`src/fsts_pkg.sv`:
```
`default_nettype none
package fsts_pkg;
   localparam int unsigned IdWidth    = 16;
   localparam int unsigned NiceWidth  = 6;
   localparam int unsigned NeedWidth  = 16;
   localparam int unsigned TimeWidth  = 32;
   localparam int unsigned CfgWidth   = 16;
   localparam logic [TimeWidth-1:0] Sat32 = '1;
   localparam logic [5:0] NiceOffset  = 6'd21;
   localparam logic [5:0] NiceDivisor = 6'd39;
   // floor(x / 39) equals (x * NiceRecip) >> NiceRecipShift for any x below 2^22
   localparam logic [22:0] NiceRecip = 23'd6882961;
   localparam int unsigned NiceRecipShift = 28;
   localparam logic [CfgWidth-1:0] ResetTimeSlice = 16'd2000;
   localparam logic [CfgWidth-1:0] ResetMinGran   = 16'd4;

   localparam logic RegTimeSlice = 1'b0;
   localparam logic RegMinGran   = 1'b1;

   localparam logic OpAdd  = 1'b0;
   localparam logic OpPick = 1'b1;

   typedef struct packed {
      logic [IdWidth-1:0]   id;
      logic [NiceWidth-1:0] nice;
      logic [NeedWidth-1:0] need;
      logic [TimeWidth-1:0] vt;
      logic [TimeWidth-1:0] rt;
      logic [TimeWidth-1:0] order;
   } task_type;

   // one entry traveling down the row of cells
   typedef struct packed {
      logic     valid;
      task_type rec;
   } slot_type;

   // command broadcast to every cell
   typedef struct packed {
      logic     load;   // not read by the cells; a task enters at the head of the row via fill
      task_type rec;
      logic     del;    // drop the entry matching del_order
      logic [TimeWidth-1:0] del_order;
      logic     rotate; // shift one step around the ring
   } cmd_type;
endpackage
`default_nettype wire

```
`src/fsts_cell.sv`:
```
`default_nettype none
module fsts_cell (
   input  wire logic                  clock,
   input  wire logic                  reset,
   input  wire fsts_pkg::cmd_type     cmd,
   input  wire fsts_pkg::slot_type    prev_slot,
   output fsts_pkg::slot_type         slot
);
   logic     valid_ff, valid_in;
   fsts_pkg::task_type rec_ff, rec_in;

   always_comb begin
      valid_in = valid_ff;
      rec_in   = rec_ff;
      if (cmd.rotate) begin
         valid_in = prev_slot.valid;
         rec_in   = prev_slot.rec;
      end else if (cmd.del && valid_ff && rec_ff.order == cmd.del_order) begin
         valid_in = 1'b0;
      end
   end

   always_ff @(posedge clock) begin
      if (reset) valid_ff <= 1'b0;
      else       valid_ff <= valid_in;
      rec_ff <= rec_in;
   end

   assign slot.valid = valid_ff;
   assign slot.rec   = rec_ff;
endmodule
`default_nettype wire

```
`src/fsts_divider.sv`:
```
`default_nettype none
module fsts_divider #(
   parameter int unsigned NumWidth = 16,
   parameter int unsigned DenWidth = 16
) (
   input  wire logic                clock,
   input  wire logic                reset,
   input  wire logic                start,
   input  wire logic [NumWidth-1:0] num,
   input  wire logic [DenWidth-1:0] den,
   output logic                     done,
   output logic [NumWidth-1:0]      quot
);
   localparam int unsigned CntWidth = $clog2(NumWidth + 1);
   logic [NumWidth-1:0] q_ff, q_in;
   logic [DenWidth:0]   r_ff, r_in;
   logic [DenWidth-1:0] d_ff, d_in;
   logic [CntWidth-1:0] cnt_ff, cnt_in;
   logic busy_ff, busy_in, done_ff, done_in;
   logic [DenWidth:0] trial;

   always_comb begin
      q_in = q_ff; r_in = r_ff; d_in = d_ff; cnt_in = cnt_ff;
      busy_in = busy_ff; done_in = 1'b0;
      trial = {r_ff[DenWidth-1:0], q_ff[NumWidth-1]};
      if (start) begin
         q_in = num; r_in = '0; d_in = den;
         cnt_in = CntWidth'(NumWidth); busy_in = 1'b1;
      end else if (busy_ff) begin
         // restoring division, one quotient bit per cycle
         if (trial >= {1'b0, d_ff}) begin
            r_in = trial - {1'b0, d_ff};
            q_in = {q_ff[NumWidth-2:0], 1'b1};
         end else begin
            r_in = trial;
            q_in = {q_ff[NumWidth-2:0], 1'b0};
         end
         cnt_in = cnt_ff - 1'b1;
         if (cnt_ff == CntWidth'(1)) begin
            busy_in = 1'b0; done_in = 1'b1;
         end
      end
   end

   always_ff @(posedge clock) begin
      if (reset) begin
         busy_ff <= 1'b0; done_ff <= 1'b0; cnt_ff <= '0;
      end else begin
         busy_ff <= busy_in; done_ff <= done_in; cnt_ff <= cnt_in;
      end
      q_ff <= q_in; r_ff <= r_in; d_ff <= d_in;
   end

   // a zero divisor yields all ones; the caller never starts a division with a zero count
   assign done = done_ff;
   assign quot = q_ff;
endmodule
`default_nettype wire

```
`src/fair_share_task_scheduler_unit.sv`:
```
`default_nettype none
// channel | dir | handshake           | payload
// req     | in  | req_tvalid/tready   | req_tdata, req_tuser = operation
// rsp     | out | rsp_tvalid/tready   | rsp_tdata
// csr     | in  | csr_valid/csr_ready | csr_index, csr_data
// A result appears after these steps, once its transaction is accepted:
// one lap of the row finds minimum, count, best and a free cell,
// up to a second lap places a task, then a pick does a 16-step quantum division,
// the nice weight multiply, the divide by 39 and the saturating sums.
// Reset clears all cell valid bits, counters and the running task at once.
// One item is in work at a time; a held result stalls the next item only when
// that item's result is ready.
module fair_share_task_scheduler_unit #(
   parameter int unsigned MAX_TASKS = 16
) (
   input  wire logic        clock,
   input  wire logic        reset,
   input  wire logic        req_tvalid,
   output logic             req_tready,
   input  wire logic [39:0] req_tdata,  // nice[5:0], cpu_needed[21:6], task_id[37:22]
   input  wire logic        req_tuser,  // operation
   output logic             rsp_tvalid,
   input  wire logic        rsp_tready,
   output logic [55:0]      rsp_tdata,  // add_rejected, run_valid, run_id[17:2],
                                        // quantum[33:18], finished_valid[34], finished_id[50:35]
   input  wire logic        csr_valid,
   output logic             csr_ready,
   input  wire logic        csr_index,
   input  wire logic [15:0] csr_data
);
   localparam int unsigned CntWidth = $clog2(MAX_TASKS + 2);
   localparam int unsigned TW = fsts_pkg::TimeWidth;

   typedef enum logic [3:0] {
      S_IDLE, S_SCAN, S_ADD, S_PICK, S_DIV, S_WAITQ, S_MUL, S_DIVV, S_WAITV, S_DONE
   } state_type;
   state_type state_ff, state_in;

   logic [15:0] ts_ff, mg_ff;
   logic [TW-1:0] ictr_ff, ictr_in;
   logic run_ff, run_in;
   fsts_pkg::task_type rt_ff, rt_in;
   logic op_ff;
   logic [5:0] nice_ff;
   logic [15:0] need_ff, id_ff;
   logic [CntWidth-1:0] step_ff, step_in, n_ff, n_in;
   logic any_ff, any_in, free_ff, free_in;
   logic [TW-1:0] minv_ff, minv_in;
   fsts_pkg::task_type best_ff, best_in;
   logic back_ff, back_in, fin_ff, fin_in;
   logic [15:0] q_ff, q_in;
   logic [21:0] prod_ff, prod_in;
   logic [16:0] dv_ff, dv_in;
   logic [44:0] dv_prod;
   logic [55:0] out_ff, out_in;
   logic [55:0] rsp_ff, rsp_in;
   logic outv_ff, outv_in;

   fsts_pkg::cmd_type  cmd;
   fsts_pkg::slot_type slots [MAX_TASKS];
   fsts_pkg::slot_type head;

   genvar g;
   generate
      for (g = 0; g < MAX_TASKS; g++) begin : g_cell
         fsts_cell u_cell (
            .clock, .reset, .cmd,
            .prev_slot(g == 0 ? head : slots[g == 0 ? 0 : g-1]),
            .slot(slots[g])
         );
      end
   endgenerate

   // tail wraps to head unless a free slot is being filled
   logic fill;
   always_comb begin
      head = slots[MAX_TASKS-1];
      if (fill) begin
         head.valid = 1'b1;
         head.rec   = cmd.rec;
      end
   end

   logic qdiv_start, qdiv_done;
   logic [15:0] qdiv_quot;
   // the divider samples the count at start, including a returning task counted this cycle
   fsts_divider #(.NumWidth(16), .DenWidth(CntWidth)) u_qdiv (
      .clock, .reset, .start(qdiv_start), .num(ts_ff), .den(n_in),
      .done(qdiv_done), .quot(qdiv_quot));

   fsts_pkg::slot_type tail;
   logic better;
   logic signed [6:0] nice_s;
   logic [5:0] nice_c;
   logic [32:0] sum_v, sum_r;
   logic [5:0] wgt;

   assign tail = slots[MAX_TASKS-1];
   assign better = tail.valid && (!any_ff || tail.rec.vt < best_ff.vt ||
                  (tail.rec.vt == best_ff.vt && tail.rec.order < best_ff.order));

   always_comb begin
      nice_s = {nice_ff[5], nice_ff};
      if (nice_s < -7'sd20)      nice_c = 6'h2C;
      else if (nice_s > 7'sd19) nice_c = 6'd19;
      else                       nice_c = nice_ff;
   end

   assign csr_ready  = 1'b1;
   assign req_tready = (state_ff == S_IDLE);
   assign rsp_tvalid = outv_ff;
   assign rsp_tdata  = rsp_ff;

   always_comb begin
      state_in = state_ff; ictr_in = ictr_ff; run_in = run_ff; rt_in = rt_ff;
      step_in = step_ff; n_in = n_ff; any_in = any_ff; free_in = free_ff;
      minv_in = minv_ff; best_in = best_ff; back_in = back_ff; fin_in = fin_ff;
      q_in = q_ff; prod_in = prod_ff; dv_in = dv_ff;
      out_in = out_ff; outv_in = outv_ff; rsp_in = rsp_ff;
      cmd = '0; fill = 1'b0; qdiv_start = 1'b0;
      wgt = 6'(rt_ff.nice + fsts_pkg::NiceOffset);
      dv_prod = 45'(prod_ff) * 45'(fsts_pkg::NiceRecip);
      sum_v = {1'b0, rt_ff.vt} + 33'(dv_ff);
      sum_r = {1'b0, rt_ff.rt} + 33'(q_ff);
      if (outv_ff && rsp_tready) outv_in = 1'b0;
      unique case (state_ff)
         S_IDLE: if (req_tvalid && req_tready) begin
            state_in = S_SCAN; step_in = '0; n_in = '0; any_in = 1'b0;
            free_in = 1'b0; back_in = 1'b0; fin_in = 1'b0;
            if (req_tuser == fsts_pkg::OpPick && run_ff) begin
               run_in = 1'b0;
               if ({16'd0, rt_ff.need} <= rt_ff.rt) fin_in = 1'b1;
               else back_in = 1'b1;
            end
         end
         S_SCAN: begin
            // one full lap: min vt, count, best, free slot
            cmd.rotate = 1'b1;
            if (tail.valid) begin
               n_in = n_ff + 1'b1;
               any_in = 1'b1;
               if (!any_ff || tail.rec.vt < minv_ff) minv_in = tail.rec.vt;
               if (better) best_in = tail.rec;
            end else free_in = 1'b1;
            step_in = step_ff + 1'b1;
            if (step_ff == CntWidth'(MAX_TASKS - 1))
               state_in = (op_ff == fsts_pkg::OpAdd) ? S_ADD : S_PICK;
         end
         S_ADD: begin
            out_in = '0;
            if (!free_ff) out_in[0] = 1'b1;
            else begin
               // rotate the ring until a free cell reaches the tail, fill it there
               cmd.rotate = 1'b1;
               cmd.rec = '{id: id_ff, nice: nice_c, need: need_ff,
                           vt: any_ff ? minv_ff : '0, rt: '0, order: ictr_ff};
               if (!tail.valid && !fill) fill = 1'b1;
            end
            if (!free_ff || !tail.valid) begin
               if (free_ff) ictr_in = ictr_ff + 1'b1;
               state_in = S_DONE;
               if (free_ff) begin
                  cmd.rotate = 1'b1; fill = 1'b1;
               end
            end
         end
         S_PICK: begin
            out_in = '0; out_in[34] = fin_ff; out_in[50:35] = fin_ff ? rt_ff.id : '0;
            if (back_ff) begin
               n_in = n_ff + 1'b1;
               ictr_in = ictr_ff + 1'b1;
               if (!any_ff || rt_ff.vt < best_ff.vt ||
                   (rt_ff.vt == best_ff.vt && ictr_ff < best_ff.order)) begin
                  // returning task runs again
               end else begin
                  cmd.del = 1'b1; cmd.del_order = best_ff.order;
               end
            end else if (any_ff) begin
               cmd.del = 1'b1; cmd.del_order = best_ff.order;
               rt_in = best_ff;
            end
            if (!(back_ff && !(!any_ff || rt_ff.vt < best_ff.vt ||
                  (rt_ff.vt == best_ff.vt && ictr_ff < best_ff.order)))) begin
               if (!back_ff && !any_ff) begin
                  state_in = S_DONE;
               end else begin
                  state_in = S_DIV; qdiv_start = 1'b1;
               end
            end else begin
               // swap: delete best now, then reinsert returning task
               rt_in = best_ff;
               best_in = rt_ff; best_in.order = ictr_ff;
               state_in = S_WAITQ;
            end
         end
         S_WAITQ: begin
            // refill the freed cell with the returning task
            cmd.rotate = 1'b1;
            cmd.rec = best_ff;
            if (!tail.valid) begin
               fill = 1'b1; state_in = S_DIV; qdiv_start = 1'b1;
            end
         end
         S_DIV: if (qdiv_done) begin
            q_in = (ts_ff == '0) ? '0 : qdiv_quot;
            if (((ts_ff == '0) ? 16'd0 : qdiv_quot) < mg_ff) q_in = mg_ff;
            state_in = S_MUL;
         end
         S_MUL: begin
            prod_in = 22'(q_ff) * 22'(wgt); state_in = S_DIVV;
         end
         S_DIVV: begin
            dv_in = 17'(dv_prod >> fsts_pkg::NiceRecipShift);
            state_in = S_WAITV;
         end
         S_WAITV: begin
            rt_in.vt = sum_v[32] ? fsts_pkg::Sat32 : sum_v[31:0];
            rt_in.rt = sum_r[32] ? fsts_pkg::Sat32 : sum_r[31:0];
            run_in = 1'b1;
            out_in[1] = 1'b1; out_in[17:2] = rt_ff.id; out_in[33:18] = q_ff;
            state_in = S_DONE;
         end
         // hold the result until the output register is free
         S_DONE: if (!outv_ff || rsp_tready) begin
            rsp_in = out_ff; outv_in = 1'b1; state_in = S_IDLE;
         end
         default: state_in = S_IDLE;
      endcase
   end

   always_ff @(posedge clock) begin
      if (reset) begin
         state_ff <= S_IDLE; ictr_ff <= '0; run_ff <= 1'b0; rt_ff <= '0;
         outv_ff <= 1'b0; ts_ff <= fsts_pkg::ResetTimeSlice;
         mg_ff <= fsts_pkg::ResetMinGran;
      end else begin
         state_ff <= state_in; ictr_ff <= ictr_in; run_ff <= run_in;
         rt_ff <= rt_in; outv_ff <= outv_in;
         if (csr_valid && csr_index == fsts_pkg::RegTimeSlice) ts_ff <= csr_data;
         if (csr_valid && csr_index == fsts_pkg::RegMinGran)   mg_ff <= csr_data;
      end
      if (req_tvalid && req_tready) begin
         op_ff <= req_tuser; nice_ff <= req_tdata[5:0];
         need_ff <= req_tdata[21:6]; id_ff <= req_tdata[37:22];
      end
      step_ff <= step_in; n_ff <= n_in; any_ff <= any_in; free_ff <= free_in;
      minv_ff <= minv_in; best_ff <= best_in; back_ff <= back_in; fin_ff <= fin_in;
      q_ff <= q_in; prod_ff <= prod_in; dv_ff <= dv_in; out_ff <= out_in;
      rsp_ff <= rsp_in;
   end

   a_busy: assert property (@(posedge clock) disable iff (reset)
      state_ff != S_IDLE |-> !req_tready) else $error("ready while busy");
   a_hold: assert property (@(posedge clock) disable iff (reset)
      rsp_tvalid && !rsp_tready |=> rsp_tvalid) else $error("result dropped");
   a_stable: assert property (@(posedge clock) disable iff (reset)
      rsp_tvalid && !rsp_tready |=> $stable(rsp_tdata)) else $error("result changed");
   a_addrun: assert property (@(posedge clock) disable iff (reset)
      rsp_tvalid |-> !(rsp_tdata[0] && rsp_tdata[1])) else $error("mixed result");
endmodule
`default_nettype wire

```
`config.mk`:
```
export PLATFORM = sky130hd
export DESIGN_NAME = fair_share_task_scheduler_unit
export DESIGN_NICKNAME = d
export VERILOG_FILES = /design/src/fsts_pkg.sv /design/src/fsts_cell.sv /design/src/fsts_divider.sv /design/src/fair_share_task_scheduler_unit.sv
export SDC_FILE = /design/constraint.sdc
export NUM_CORES = 2
export LEC_CHECK = 0
export BUFFER_PORTS_ARGS = -buffer_cell sky130_fd_sc_hd__buf_2
export CAP_MARGIN = 40
export CORE_ASPECT_RATIO = 0.6
export CORE_MARGIN = 1
export CORE_UTILIZATION = 60
export DETAILED_ROUTE_END_ITERATION = 10
export MAX_ROUTING_LAYER = met4
export PLACE_DENSITY_LB_ADDON = 0.08
export SYNTH_ARGS = -nofsm -noshare
export SYNTH_HDL_FRONTEND = slang
export SYNTH_SLANG_ARGS = --single-unit
```
`constraint.sdc`:
```
create_clock -name clock -period 73.3 [get_ports clock]
set_input_delay 7.33 -clock clock [delete_from_list [all_inputs] [get_ports clock]]
set_output_delay 7.33 -clock clock [all_outputs]
set_load 0.005 [all_outputs]
```
==> parameters.txt <==
Parameter                              Value

Hold path
  Number of cells traversed by the worst hold path ... 0
  Worst Hold Class ... flop to flop
  Hold endpoint ... g_cell[10].u_cell.slot[84]
  Start point of the worst min-delay path ... g_cell[9].u_cell.slot[84]

Timing
  Final hold viol count ... 0
  Final setup skew ... 114 ps
  Total negative setup slack ... 0 ps
  Post-layout minimum cycle time ... 9420 ps
  Relative slew slack ... around a quarter
  Setup violators final ... 0
  Highest Clock Rate ... between 100 and 150 MHz
  Share of the clock period used by the worst path after layout ... 12.8%
  Slew at the pin with the worst max-slew slack ... 1120 ps
  RSZ-0062 raised after global routing ... no
  Final Max Slew Viols ... 0

Worst setup path
  Kind of end point of the critical path ... output pin
  Critical-path maximum fanout ... 19
  Worst flop-to-flop path endpoint ... dv_ff[16]
  Flop2flop setup slack ... approximately 66000 ps
  R2R Path Start ... prod_ff[14]
  Critical path arrival ... 2090 ps
  Crit start category ... flop
  Required arrival time at the worst endpoint ... 65970 ps
  Worst r2r path cells ... 24
  Category of the most critical setup path ... flop to output pin

Global routing
  Maximum number of pins on one net before global-route repair ... approximately 190
  GRT overflow ... 0
  Number of antenna violations at the first check in global routing ... 24
  Combined global-route utilization of all metal layers ... between 20 and 30%
  Layer with the highest usage ... met1
  GR Layer Usage met2 ... 34.7%
  Met3 capacity usage during global routing ... 7.63%
  GRT met1 Usage ... 45.9%
  Global-route wire length before repair ... 375000 um
  Vias in the first global route ... 56800

Clock network
  Post-CTS setup-driven buffer insertion count ... 0
  TritonCTS clock tree ... built
  Buffers from clock root to sink, at most ... 4
  Quantity of hold-fixing buffers added after cts ... 0
  CTS sink count ... 2741
  CTS H-tree lvls ... 4
  Clock-pin slew of the registers on the worst-case setup and hold paths ... 70 ps
  Worst-Skew Late Latency ... 920 ps
  TritonCTS Buffers ... ~240
  Root Buffer ... sky130_fd_sc_hd__clkbuf_16
  Number of instances resized during post-cts repair ... 0

Outcome
  Status ... completed

Logic synthesis
  Most used standard cell by instance count after synthesis ... sky130_fd_sc_hd__edfxtp_1
  Area share of the largest cell type after synthesis ... 68.3%
  Yosys reg bits ... 2741
  Synthesis Warnings ... 0
  Share of async-settable or async-resettable flops after synthesis ... 0%
  Top post-synthesis cells by area ... sky130_fd_sc_hd__edfxtp_1 (68%), sky130_fd_sc_hd__ha_1 (5.2%), sky130_fd_sc_hd__dfxtp_1 (3.7%)
  Unique masters post-synth ... 90
  Mean area per synthesized cell ... between 15 and 20 um^2
  Top flip-flop cell by instance count after synthesis ... sky130_fd_sc_hd__edfxtp_1
  Cell area after synthesis ... between 100000 and 150000 um^2
  Sequential-to-total area share from yosys stat ... between 70% and 80%
  Most used standard cells in the synthesized netlist ... sky130_fd_sc_hd__edfxtp_1 (2536), sky130_fd_sc_hd__nand2_1 (819), sky130_fd_sc_hd__inv_1 (476), sky130_fd_sc_hd__ha_1 (461), sky130_fd_sc_hd__xnor2_1 (316)
  Synthesized instance count ... ~7300
  Post-synth EDFFs ... between 2000 and 3000
  Yosys top cell by area ... sky130_fd_sc_hd__edfxtp_1

Final layout
  Filler cell count in the final layout ... 12700
  Area Overhead vs Synth ... 10.8%
  Share of cells above drive strength 1 ... 8.57%
  Number of nets in the finished design ... 8228
  Core Util, Final ... around 67%

Floorplanning
  Effective utilization at floorplan ... between 60 and 70%
  Top-level port count ... 122
  Die outline area ... 188000 um^2
  Die H ... 336 um
  Row Count ... between 100 and 150
  Floorplan core area ... 185000 um^2
  Width of the chip ... about 560 um

Power
  PwrDens ... 35.2 nW/um^2
  Static power due to leakage ... 44.7 nW
  Max IR drop VDD ... 0.0304 mV

Run
  Number of max-capacitance violations reported ... 0

Drt
  DRC errors left ... 0
  Violation count after the first detailed-routing iteration ... between 8000 and 9000
  Drt wl/cell ... 25.0 um
  Vias ... 61100
  Routed vias/inst ... ~6
  Number of optimization iterations in the first detailed-route pass ... 6
  Routed Wire Length ... 256000 um
  Antenna-violating nets left ... 0

Place
  Weighted congestion at the end of routability-driven global placement ... 0.954
  Port Buffers ... 113
  HPWL after detailed placement ... roughly 170000 um
## critical path, cell delays in order (launching register included)
cell,delay (ps)
sky130_fd_sc_hd__dfxtp_1,510
sky130_fd_sc_hd__nor4_1,370
sky130_fd_sc_hd__buf_4,220
sky130_fd_sc_hd__buf_2,120
## logic make-up after synthesis
kind of cell / share of synthesized area, %
AOI/OAI and AO/OA: 5.72
DFF: 72.0
adders and majority gates: 8.19
buffers and inverters: 2.55
muxes: 0.349
xor gates and xnor gates: 4.55
and+or+nand+nor: 6.67
other: 0.00673
## worst max path at each step
stage | start | slack [ps] | end | depth (start not counted)
floorplan | state_ff[2] | 11000 | g_cell[0].u_cell.slot[0] | 6
global placement | reset | 63530 | g_cell[15].u_cell.valid_ff | 5
detailed placement | reset | 63650 | g_cell[15].u_cell.valid_ff | 6
CTS | state_ff[0] | 63860 | req_tready | 3
global route | state_ff[3] | 63750 | req_tready | 3
finish | state_ff[0] | 63880 | req_tready | 3
## cell usage in the layout, fill, tap and decap left out, types with 122 or more instances in the layout
cell,netlist,final
sky130_fd_sc_hd__nand2_1,819,817
sky130_fd_sc_hd__inv_1,476,474
sky130_fd_sc_hd__dfxtp_1,205,204
sky130_fd_sc_hd__xnor2_1,316,316
sky130_fd_sc_hd__xor2_1,263,263
sky130_fd_sc_hd__fa_1,167,167
sky130_fd_sc_hd__o21ai_0,258,256
sky130_fd_sc_hd__buf_2,21,122
sky130_fd_sc_hd__nor2_1,178,175
sky130_fd_sc_hd__a21oi_1,230,230
sky130_fd_sc_hd__ha_1,461,461
sky130_fd_sc_hd__clkbuf_16,0,237
sky130_fd_sc_hd__nand4_1,124,124
sky130_fd_sc_hd__edfxtp_1,2536,2536
## state kept, by name, summed over array words and instances, names as in the netlist, 17 cells and up
register	flops
prod_ff	22
g_cell.u_cell.slot	2144
best_ff	134
dv_ff	17
out_ff	51
rsp_tdata	51
rt_ff	102
minv_ff	32
ictr_ff	32
## layout make-up
type,instances,area [um^2],share of cell area (%)
Clock buffer,290,6210,5.02
Sequential cell,2741,80300,64.9
Clock inverter,135,1570,1.27
Antenna cell,25,62.6,0.0506
Multi-Input combinational cell,3830,28500,23.1
Timing Repair Buffer,252,2060,1.67
Tap cell,2480,3100,2.51
Inverter,477,1800,1.46
## routing by layer
metal / wire length (um) / up-vias
met2: 98400 / 2999
met4: 4880 / 0
li1: - / 27200
met1: 121000 / 30500
met5: 0 / -
met3: 31700 / 341
## power breakdown
part           internal [mW]  switching (mW)
Sequential              2.34           0.214
Combinational          0.153           0.370
Clock                  0.715           0.553
Total                   3.21            1.14
## metrics by stage
step	setup slack, ps	total power, mW	area, um^2	hold WS [ps]	cells
detailed placement	63650	3.10	116000	405	9777
global route	63750	4.52	124000	384	10200
floorplan	11000	4.06	112000	400	7303
global placement	63530	3.05	115000	400	9743
CTS	63860	4.37	124000	381	10200
finish	63880	4.35	124000	359	10200
No activity file was read; power rests on OpenSTA's default activity.
